[config.mk]
export PLATFORM = sky130hd
export DESIGN_NAME = pla_mealy_machine_step
export DESIGN_NICKNAME = d
export VERILOG_FILES = /design/src/hdl/pla_pkg.sv /design/src/hdl/pla_mealy_machine_step.sv
export SDC_FILE = /design/constraint.sdc
export NUM_CORES = 2
export LEC_CHECK = 0
export BUFFER_PORTS_ARGS = -buffer_cell sky130_fd_sc_hd__buf_4
export CORE_UTILIZATION = 40
export CTS_CLUSTER_DIAMETER = 40
export CTS_CLUSTER_SIZE = 40
export DETAILED_ROUTE_END_ITERATION = 16
export SLEW_MARGIN = 30
export SYNTH_ARGS = -nofsm -noshare
export SYNTH_HDL_FRONTEND = slang
export SYNTH_SLANG_ARGS = --single-unit
[constraint.sdc]
create_clock -name aclk -period 4.6 [get_ports aclk]
set_input_delay 0.23 -clock aclk [delete_from_list [all_inputs] [get_ports aclk]]
set_output_delay 0.23 -clock aclk [all_outputs]
set_load 0.01 [all_outputs]
[src/hdl/pla_pkg.sv]
// Shared types and constants for the PLA Mealy machine step block.
// Holds the input and result payload structs, command codes and default sizes.
// No dependencies.
package pla_pkg;

    localparam int INPUT_BITS_DEF         = 3;
    localparam int STATE_BITS_DEF         = 3;
    localparam int OUTPUT_COUNT_DEF       = 5;
    localparam int CUBES_PER_FUNCTION_DEF = 16;

    localparam logic [1:0] CMD_LOAD = 2'd0;
    localparam logic [1:0] CMD_SET  = 2'd1;
    localparam logic [1:0] CMD_STEP = 2'd2;

    typedef struct packed {
        logic [1:0] command;
        logic [2:0] function_index;
        logic [3:0] cube_slot;
        logic [5:0] cube_care;
        logic [5:0] cube_bits;
        logic       cube_enable;
        logic [3:0] start_state;
        logic [3:0] input_symbol;
    } in_item_t;

    typedef struct packed {
        logic [3:0] present_state;
        logic [2:0] output_number;
        logic [3:0] next_state;
        logic [2:0] active_outputs;
    } out_item_t;

endpackage

[src/hdl/pla_mealy_machine_step.sv]
// Top level of the PLA Mealy machine step block: cube memory, slot scan, result register.
// Depends on pla_pkg (payload structs, command codes, default sizes).
//
// Channel | Dir | Handshake          | Payload
// s_      | in  | s_valid / s_ready  | s_data (pla_pkg::in_item_t)
// m_      | out | m_valid / m_ready  | m_data (pla_pkg::out_item_t)
//
// Load and set items are taken in the idle state; a step scans every slot of the cube memory.
// The step time is set by the cube memory: one row (one slot of every function) is
// read per cycle, then the registered read data is folded in and the result is formed.
// After reset a clearing pass zeroes every row of the memory; s_ready is low.
// A result waits in the output register; a step finishing while it is still held stalls.
module pla_mealy_machine_step #(
    parameter int INPUT_BITS         = pla_pkg::INPUT_BITS_DEF,
    parameter int STATE_BITS         = pla_pkg::STATE_BITS_DEF,
    parameter int OUTPUT_COUNT       = pla_pkg::OUTPUT_COUNT_DEF,
    parameter int CUBES_PER_FUNCTION = pla_pkg::CUBES_PER_FUNCTION_DEF
) (
    input  logic                aclk,
    input  logic                aresetn,
    input  logic                s_valid,
    output logic                s_ready,
    input  pla_pkg::in_item_t   s_data,
    output logic                m_valid,
    input  logic                m_ready,
    output pla_pkg::out_item_t  m_data
);

    localparam int FN_COUNT = STATE_BITS + OUTPUT_COUNT;
    localparam int VEC_W    = INPUT_BITS + STATE_BITS;
    localparam int FN_W     = (FN_COUNT > 1) ? $clog2(FN_COUNT) : 1;
    localparam int SLOT_W   = (CUBES_PER_FUNCTION > 1) ? $clog2(CUBES_PER_FUNCTION) : 1;
    localparam int CNT_W    = $clog2(OUTPUT_COUNT + 1);

    typedef struct packed {
        logic             en;
        logic [VEC_W-1:0] care;
        logic [VEC_W-1:0] bits;
    } cube_t;

    typedef cube_t [FN_COUNT-1:0] row_t;

    typedef enum logic [2:0] {
        ST_CLEAR,
        ST_IDLE,
        ST_SCAN,
        ST_WAIT,
        ST_FINISH
    } state_t;

    state_t                  state_reg;
    logic [SLOT_W-1:0]       slot_cnt_reg;
    logic [STATE_BITS-1:0]   state_code_reg;
    logic [VEC_W-1:0]        vec_reg;
    logic [FN_COUNT-1:0]     hit_reg;
    logic                    rd_vld_reg;
    row_t                    rd_row_reg;
    logic                    m_valid_reg;
    pla_pkg::out_item_t      m_data_reg;

    row_t                    mem [CUBES_PER_FUNCTION];

    logic                    in_xfer;
    logic                    step_go;
    logic                    slot_last;
    logic                    clr_we;
    logic                    ld_we;
    logic                    rd_en;
    logic                    fin_go;
    logic [FN_W-1:0]         ld_fn;
    logic [SLOT_W-1:0]       ld_slot;
    cube_t                   ld_entry;
    logic [31:0]             start_dec;
    logic [31:0]             sym_dec;
    logic [FN_COUNT-1:0]     match;
    logic [FN_COUNT-1:0]     hit_next;
    logic [OUTPUT_COUNT-1:0] out_hits;
    logic [CNT_W-1:0]        active;
    logic [CNT_W-1:0]        number;
    logic [31:0]             present_inc;
    logic [31:0]             next_inc;

    assign s_ready   = (state_reg == ST_IDLE);
    assign in_xfer   = s_valid && s_ready;
    assign step_go   = in_xfer && (s_data.command == pla_pkg::CMD_STEP);
    assign slot_last = (32'(slot_cnt_reg) == CUBES_PER_FUNCTION - 1);
    assign clr_we    = (state_reg == ST_CLEAR);
    assign rd_en     = (state_reg == ST_SCAN);
    assign fin_go    = (state_reg == ST_FINISH) && (!m_valid_reg || m_ready);
    assign m_valid   = m_valid_reg;
    assign m_data    = m_data_reg;

    // Load decode: drop writes outside the table
    assign ld_we = in_xfer && (s_data.command == pla_pkg::CMD_LOAD)
                   && (32'(s_data.function_index) < FN_COUNT)
                   && (32'(s_data.cube_slot) < CUBES_PER_FUNCTION);
    assign ld_fn          = FN_W'(s_data.function_index);
    assign ld_slot        = SLOT_W'(s_data.cube_slot);
    assign ld_entry.en    = s_data.cube_enable;
    assign ld_entry.care  = VEC_W'(32'(s_data.cube_care));
    assign ld_entry.bits  = VEC_W'(32'(s_data.cube_bits));

    assign start_dec = 32'(s_data.start_state) - 32'd1;
    assign sym_dec   = 32'(s_data.input_symbol) - 32'd1;

    // Cube memory: one row per slot, one lane per function
    always_ff @(posedge aclk) begin
        if (clr_we) begin
            mem[slot_cnt_reg] <= '0;
        end else if (ld_we) begin
            mem[ld_slot][ld_fn] <= ld_entry;
        end
        if (rd_en) begin
            rd_row_reg <= mem[slot_cnt_reg];
        end
    end

    always_comb begin
        for (int f = 0; f < FN_COUNT; f++) begin
            match[f] = rd_row_reg[f].en
                       && (((vec_reg ^ rd_row_reg[f].bits) & rd_row_reg[f].care) == '0);
        end
        // start a step with an empty hit vector
        if (step_go) begin
            hit_next = '0;
        end else begin
            hit_next = rd_vld_reg ? (hit_reg | match) : hit_reg;
        end
    end

    // Result assembly from the finished hit vector
    always_comb begin
        out_hits = hit_reg[FN_COUNT-1:STATE_BITS];
        active   = CNT_W'($countones(out_hits));
        number   = '0;
        for (int j = 0; j < OUTPUT_COUNT; j++) begin
            if (out_hits[j]) begin
                number = CNT_W'(j + 1);
            end
        end
        if (active != CNT_W'(1)) begin
            number = '0;
        end
        present_inc = 32'(state_code_reg) + 32'd1;
        next_inc    = 32'(hit_reg[STATE_BITS-1:0]) + 32'd1;
    end

    always_ff @(posedge aclk) begin
        if (!aresetn) begin
            state_reg      <= ST_CLEAR;
            slot_cnt_reg   <= '0;
            state_code_reg <= '0;
            rd_vld_reg     <= 1'b0;
            m_valid_reg    <= 1'b0;
        end else begin
            rd_vld_reg <= rd_en;
            hit_reg    <= hit_next;
            if (m_valid_reg && m_ready && !fin_go) begin
                m_valid_reg <= 1'b0;
            end
            unique case (state_reg)
                ST_CLEAR: begin
                    if (slot_last) begin
                        slot_cnt_reg <= '0;
                        state_reg    <= ST_IDLE;
                    end else begin
                        slot_cnt_reg <= slot_cnt_reg + 1'b1;
                    end
                end
                ST_IDLE: begin
                    if (in_xfer && s_data.command == pla_pkg::CMD_SET) begin
                        state_code_reg <= start_dec[STATE_BITS-1:0];
                    end
                    if (step_go) begin
                        vec_reg      <= {sym_dec[INPUT_BITS-1:0], state_code_reg};
                        slot_cnt_reg <= '0;
                        state_reg    <= ST_SCAN;
                    end
                end
                ST_SCAN: begin
                    if (slot_last) begin
                        slot_cnt_reg <= '0;
                        state_reg    <= ST_WAIT;
                    end else begin
                        slot_cnt_reg <= slot_cnt_reg + 1'b1;
                    end
                end
                ST_WAIT: begin
                    state_reg <= ST_FINISH;
                end
                ST_FINISH: begin
                    // hold the result until the output register frees up
                    if (fin_go) begin
                        m_valid_reg                <= 1'b1;
                        m_data_reg.present_state   <= present_inc[3:0];
                        m_data_reg.output_number   <= 3'(32'(number));
                        m_data_reg.next_state      <= next_inc[3:0];
                        m_data_reg.active_outputs  <= 3'(32'(active));
                        state_code_reg             <= hit_reg[STATE_BITS-1:0];
                        state_reg                  <= ST_IDLE;
                    end
                end
                default: begin
                    state_reg <= ST_IDLE;
                end
            endcase
        end
    end

    a_rd_after_scan: assert property (@(posedge aclk) disable iff (!aresetn)
        rd_vld_reg |-> $past(state_reg == ST_SCAN))
        else $error("read data valid without a scan cycle");

    a_result_from_finish: assert property (@(posedge aclk) disable iff (!aresetn)
        $rose(m_valid_reg) |-> $past(state_reg == ST_FINISH))
        else $error("result raised outside finish");

    a_state_code_change: assert property (@(posedge aclk) disable iff (!aresetn)
        !$stable(state_code_reg) |->
            ($past(in_xfer && s_data.command == pla_pkg::CMD_SET) || $past(fin_go)))
        else $error("state code changed without set or step completion");

    a_hits_hold_on_stall: assert property (@(posedge aclk) disable iff (!aresetn)
        (state_reg == ST_FINISH && !fin_go) |=> $stable(hit_reg))
        else $error("hit vector moved while result stalled");

endmodule
Word-level counts from Yosys, hierarchy flattened
Memories as Yosys holds them, arrays and structs flattened. A register that Yosys moved wholly into a read port is not among the register bits.
Index checks and enable logic that the tools add are counted.
Operators by class
  add/sub/neg operators: 9
  magnitude comparators: 2
  eq/ne operators: 13
  multiplexer cells: 30
  bitwise logic cells: 17
  reductions and logical operators: 41
Operators by type and width (number)
  $mux W104: 3
  $reduce_or A104 Y1: 1
  $and A6 B6 Y6: 8
  $logic_not A6 Y1: 8
  $xor A6 B6 Y6: 8
  $demux W13 S3: 1
  $mux W3: 10
  $logic_and A1 B1 Y1: 16
  $pmux W3 S5: 1
  $mux W13: 1
  $mux W4: 3
  $reduce_and A3 Y1: 3
  $add A3 B1 Y4 const B: 2
  $mux W1: 8
  $mux W8: 1
  $or A8 B8 Y8: 1
  $pmux W4 S2: 1
  $eq A3 B2 Y1 const B: 2
  $ne A2 B2 Y1 const B: 3
  $pmux W3 S2: 1
  $reduce_bool A2 Y1: 3
  $sub A3 B1 Y3 const B: 2
  $add A1 B1 Y2: 2
  $add A4 B1 Y4 const B: 1
  19 further kinds: 22
Storage, ports and cells
  bits in registers: 40
  RAM bits: 1664
  bits of input ports: 34
  output and inout port bits: 16
  logic and storage cells: 125
  memories: 1
Memories
  mem: words 16, bits a word 104, read ports 1, clocked after Yosys merged registers in 1, wr ports 1, RTL line pla_mealy_machine_step.sv:61  | row_t mem [CUBES_PER_FUNCTION];

Depth between registers and ports, before layout
  depth in word-level cells: 8
  mapped depth: 8
  mapped depth without buffers: 7

Least setup slack after synthesis
No wires, ideal clock.
  path type: register to register
  from: register state_reg[2]
  to: memory mem[0][100] (netlist bit), data pin
  library setup time: 0.535 ns
  arrival time: 3.363 ns
  data required time: 4.065 ns
  path slack: 0.702 ns
  stages on the path, launching flop included: 8
  buffers on the path: 4
  period minus slack after synthesis: 3.898 ns
  path through: dfxtp_1 buf_2 or3b_1 buf_2 nor3_4 buf_4 clkbuf_1 and2_1
Between the ends
  word-level cells in the longest chain between the ends: 8
  elaborated cells between the ends (all ways): 9
  classes of those cells: eq/ne: 1; mux: 4; reduce/logical: 4
Ends and longest elaborated chain
  start: declaration: RTL line pla_mealy_machine_step.sv:51  | state_t state_reg;
  start signal: assignment: RTL line pla_mealy_machine_step.sv:150  | state_reg <= ST_CLEAR;
  start signal: assignment: RTL line pla_mealy_machine_step.sv:165  | state_reg <= ST_IDLE;
  start signal: assignment: RTL line pla_mealy_machine_step.sv:177  | state_reg <= ST_SCAN;
  $eq A3 B1 Y1: RTL line pla_mealy_machine_step.sv:83  | assign s_ready = (state_reg == ST_IDLE);
  $logic_and A1 B1 Y1: RTL line pla_mealy_machine_step.sv:84  | assign in_xfer = s_valid && s_ready;
  $logic_and A1 B1 Y1: RTL line pla_mealy_machine_step.sv:94  | assign ld_we = in_xfer && (s_data.command == pla_pkg::CMD_LOAD)
  $mux W1: RTL line pla_mealy_machine_step.sv:110  | end else if (ld_we) begin
  $mux W1 *: RTL line pla_mealy_machine_step.sv:108  | if (clr_we) begin
  $mux W104 (implied by the code) *: RTL line pla_mealy_machine_step.sv:111  | mem[ld_slot][ld_fn] <= ld_entry;
  $reduce_or A104 Y1 (no source line) *
  $mux W104 (no source line) *
  end: declaration: RTL line pla_mealy_machine_step.sv:61
Mark *: on every way between the ends. The rest lies on a longest branch, timed or not.

Worst setup path in the final report
  from: register state_reg[0]
  to: memory mem[14][94] (netlist bit) (enable)
Between the ends
  word-level cells in the longest chain between the ends: 8
  elaborated cells between the ends (all ways): 12
  classes of those cells: eq/ne: 1; mux: 7; reduce/logical: 4
Ends and longest elaborated chain (RTL line)
  $eq A3 B1 Y1: pla_mealy_machine_step.sv:83
  $logic_and A1 B1 Y1: pla_mealy_machine_step.sv:84
  $logic_and A1 B1 Y1: pla_mealy_machine_step.sv:94
  $mux W1: pla_mealy_machine_step.sv:110
  $mux W1: pla_mealy_machine_step.sv:108
  $mux W104 (implied by the code): pla_mealy_machine_step.sv:111
  $reduce_or A104 Y1 (no source line)
  $mux W4 (no source line) / $mux W104 (equally long branches)
Parallel ways exist; a longest one is shown, timed or not.

==> qor.csv <==
stage;metric;value;unit
power_and_ir_drop;p_total;0.0365;W
sta;relSlewSlack;31.3;%
worst_setup_path;critPathKind;flip-flop to flip-flop;
detailed_routing;wirelength;163000;um
power_and_ir_drop;p_comb_share;5.8;%
min_path;hp-class;primary input to flip-flop;
worst_setup_path;r2r-start;state_reg[0];
sta;tightest_slew;1.01;ns
cts;hold_buffers;13;
sta;finalHoldViolCount;0;
worst_setup_path;slowest_delay;0.93;ns
worst_setup_path;reg2reg_to;mem[14][94];
placement;hpwl;91400;um
worst_setup_path;rrSetupSlack;1.08;ns
worst_setup_path;critical_path_arrival;4.07;ns
detailed_routing;dr.pass1.iters;6;
power_and_ir_drop;cellPowerDensity;452;nW/um^2
global_route;grt_antenna_before_repair;4;
job;maxCapViolCount;0;
global_route;track_usage;18.5;%
placement;place_ws;1.02;ns
worst_setup_path;crit_buf_inv;2;
worst_setup_path;crit_chain;or3b_1 -> nor3_4 -> mux2i_2 -> buf_4 -> nor2_1 -> buf_4;
detailed_routing;postRouteAntennaNets;0;
layout;largest_register_ffs;1664;
worst_setup_path;end_kind;flip-flop;
min_path;worstHoldPathCells;2;
layout;drive_gt1_share;21.6;%
worst_setup_path;crit_top_cell;buf_4;
synthesis;syn_inst;3557;
worst_setup_path;cp_slowest_cell;mux2i_2;
sta;fin_crit;3.52;ns
worst_setup_path;worstPathRequired;5.15;ns
floorplan;die_w;419;um
min_path;hold_end;mem[3][89];
floorplan;dieArea;175000;sq um
floorplan;io_pins;50;
power_and_ir_drop;p_leak;28.9;nW
floorplan;coreArea;172000;sq um
synthesis;synth_top_area_share;77.6;%
power_and_ir_drop;switching_share;22.2;%
power_and_ir_drop;ir_worst_vdd;0.380;mV
layout;final_nets;3871;
sta;worst_slack;1.08;ns
power_and_ir_drop;power.share.clock;44.0;%
synthesis;seq_area_frac_synth;78.0;%
detailed_routing;drtIter0Drc;3123;
cts;postCtsResizedCells;0;
worst_setup_path;crit_family;simple AND/OR/NAND/NOR gates;
cts;cts_tree;yes;
cts;root_buffer;clkbuf_16;
sta;setup_viol;0;
detailed_routing;via_count;34200;
min_path;hp-start;s_data[20];
sta;final_max_slew_viol_count;0;
worst_setup_path;critPathLaunchType;flip-flop;
global_route;first_global_vias;34300;
detailed_routing;wl_per_cell;25.8;um
power_and_ir_drop;p_int;0.0284;W
cts;cts_setup_buffers;0;
detailed_routing;drc;0;
synthesis;avgSynthCellArea;19.5;sq um
status;outcome;complete, no violations;
worst_setup_path;r2r_cells;6;
floorplan;rows;152;
cts;cts_made_buffers;194;
sta;finalCritPeriodShare;76.4;%
synthesis;ys_ff_latch;1808;
placement;portBuffers;47;
sta;fin_skew;0.0258;ns
placement;finalWeightedCongestion;0.788;
synthesis;ys_async_sr_fraction;0;%
synthesis;synth_nets;3600;
synthesis;synthFlopType;edfxtp_1;
floorplan;dieHeight;419;um
synthesis;synthTopCellsByArea;edfxtp_1, mux4_2, mux2i_1;
synthesis;synth_common_cells;edfxtp_1, mux2i_1, a22oi_1;
power_and_ir_drop;switching_power;0.00809;W
sta;rsz0062_at_grt;false;
synthesis;yosysWarnings;0;
synthesis;ys_types;47;
cts;clkTransAtPathRegs;0.06;ns
synthesis;synth_edf_count;1796;
synthesis;yosysMostFrequentCell;edfxtp_1;
synthesis;yosysTopAreaCell;edfxtp_1;
sta;setup_tns;0;ns
cts;h-tree-depth;4;
global_route;grt_max_degree;131;
detailed_routing;vias_per_cell;5.42;
synthesis;syn-cell-area;69500;sq um
cts;cts.sinks;1808;
cts;clock_latency;0.82;ns
sta;max_freq;284;MHz
power_and_ir_drop;seqPwrFrac;50.2;%
cts;clock_path_buffers;3;
layout;syn_to_final_growth;16.4;%
floorplan;start_util;40.4;%
global_route;grt_pass1_wl;235000;um
worst_setup_path;cp_max_fo;13;
global_route;grt.overflow.total;0;
[stage by stage]
step           utilization (%)  cell area (sq um)  instances  hold WS (ns)
6_report                  47.0              80900       6305        0.0630
4_1_cts                   47.0              80800       6298       0.00161
3_5_place_dp              43.0              74000       5927         0.506
3_3_place_gp              42.9              73800       5921         0.502
2_1_floorplan                -              69500       3557         0.387
5_1_grt                   47.0              80900       6304        0.0430
[layout make-up]
class                           instances  area (sq um)
Inverter                               21          78.8
Timing Repair Buffer                  274          2400
Fill cell                           14200         91200
Antenna cell                            5          12.5
Multi-Input combinational cell       1529         14600
Clock buffer                          211          4920
Clock inverter                        147          1760
Sequential cell                      1808         54200
Tap cell                             2310          2890
[worst register-to-register path, delay by kind of cell (launching register included)]
kind,cells,cell delay (ns)
flip-flops,1,0.44
multiplexers,1,0.93
buffers and inverters,2,0.61
AND/OR/NAND/NOR,3,1.28
[worst max path at each step]
stage	start	slack, ns	to	cells past startpoint
3_5_place_dp	state_reg[0]	1.02	mem[1][23]	5
6_report	state_reg[0]	1.08	mem[14][94]	6
2_1_floorplan	state_reg[2]	0.70	mem[0][100]	7
4_1_cts	state_reg[0]	1.01	mem[1][10]	5
5_1_grt	state_reg[0]	0.98	mem[12][57]	5
3_3_place_gp	state_reg[0]	0.93	mem[13][60]	6
[kinds of logic (layout without fill, tap and decap cells)]
family	count (synthesis)	after routing	share of synthesized area, %
AO/OA/AOI/OAI	367	367	3.96
XOR/XNOR	52	52	0.655
adder cells (fa/ha/maj)	9	9	0.184
buffers and inverters	220	653	1.32
flip-flops	1808	1808	78.0
multiplexers	641	641	13.0
other	0	5	0
AND/OR/NAND/NOR	460	460	2.94
[power by group through the flow]
stage	Clock, W	Combinational, W	Sequential [W]
floorplan	0	0.00150	0.0186
global placement	0	0.00212	0.0187
detailed placement	0	0.00213	0.0187
CTS	0.0164	0.00214	0.0183
global route	0.0170	0.00226	0.0184
finish	0.0161	0.00211	0.0183
[layer usage]
layer	global-route usage (%)	up-vias	wire (um)
li1	-	15100	-
met2	30.7	922	80400
met3	3.02	237	8370
met4	6.13	0	4540
met1	24.9	17900	69200
met5	0	-	0
[placed cells by master, fill, tap and decap left out, types with 4 or more instances in the layout]
cell type / count
a21oi_1: 10
a222oi_1: 8
a22oi_1: 319
a31oi_1: 4
and2_4: 15
and3_1: 4
buf_12: 21
buf_4: 233
bufinv_16: 24
clkbuf_1: 17
clkbuf_16: 194
clkinv_1: 20
clkinv_2: 18
clkinv_4: 16
clkinv_8: 6
clkinvlp_4: 18
dfxtp_1: 9
diode_2: 5
dlygate4sd3_1: 14
edfxtp_1: 1796
ha_1: 7
inv_1: 21
inv_16: 5
inv_6: 28
inv_8: 10
mux2i_1: 417
mux2i_2: 15
mux4_2: 208
nand2_1: 129
nand2b_1: 9
nand3_1: 105
nand4_1: 5
nor2_1: 138
nor2_2: 21
nor3_1: 12
o21ai_0: 9
xor2_1: 51
No activity file was read; power rests on OpenSTA's default activity.
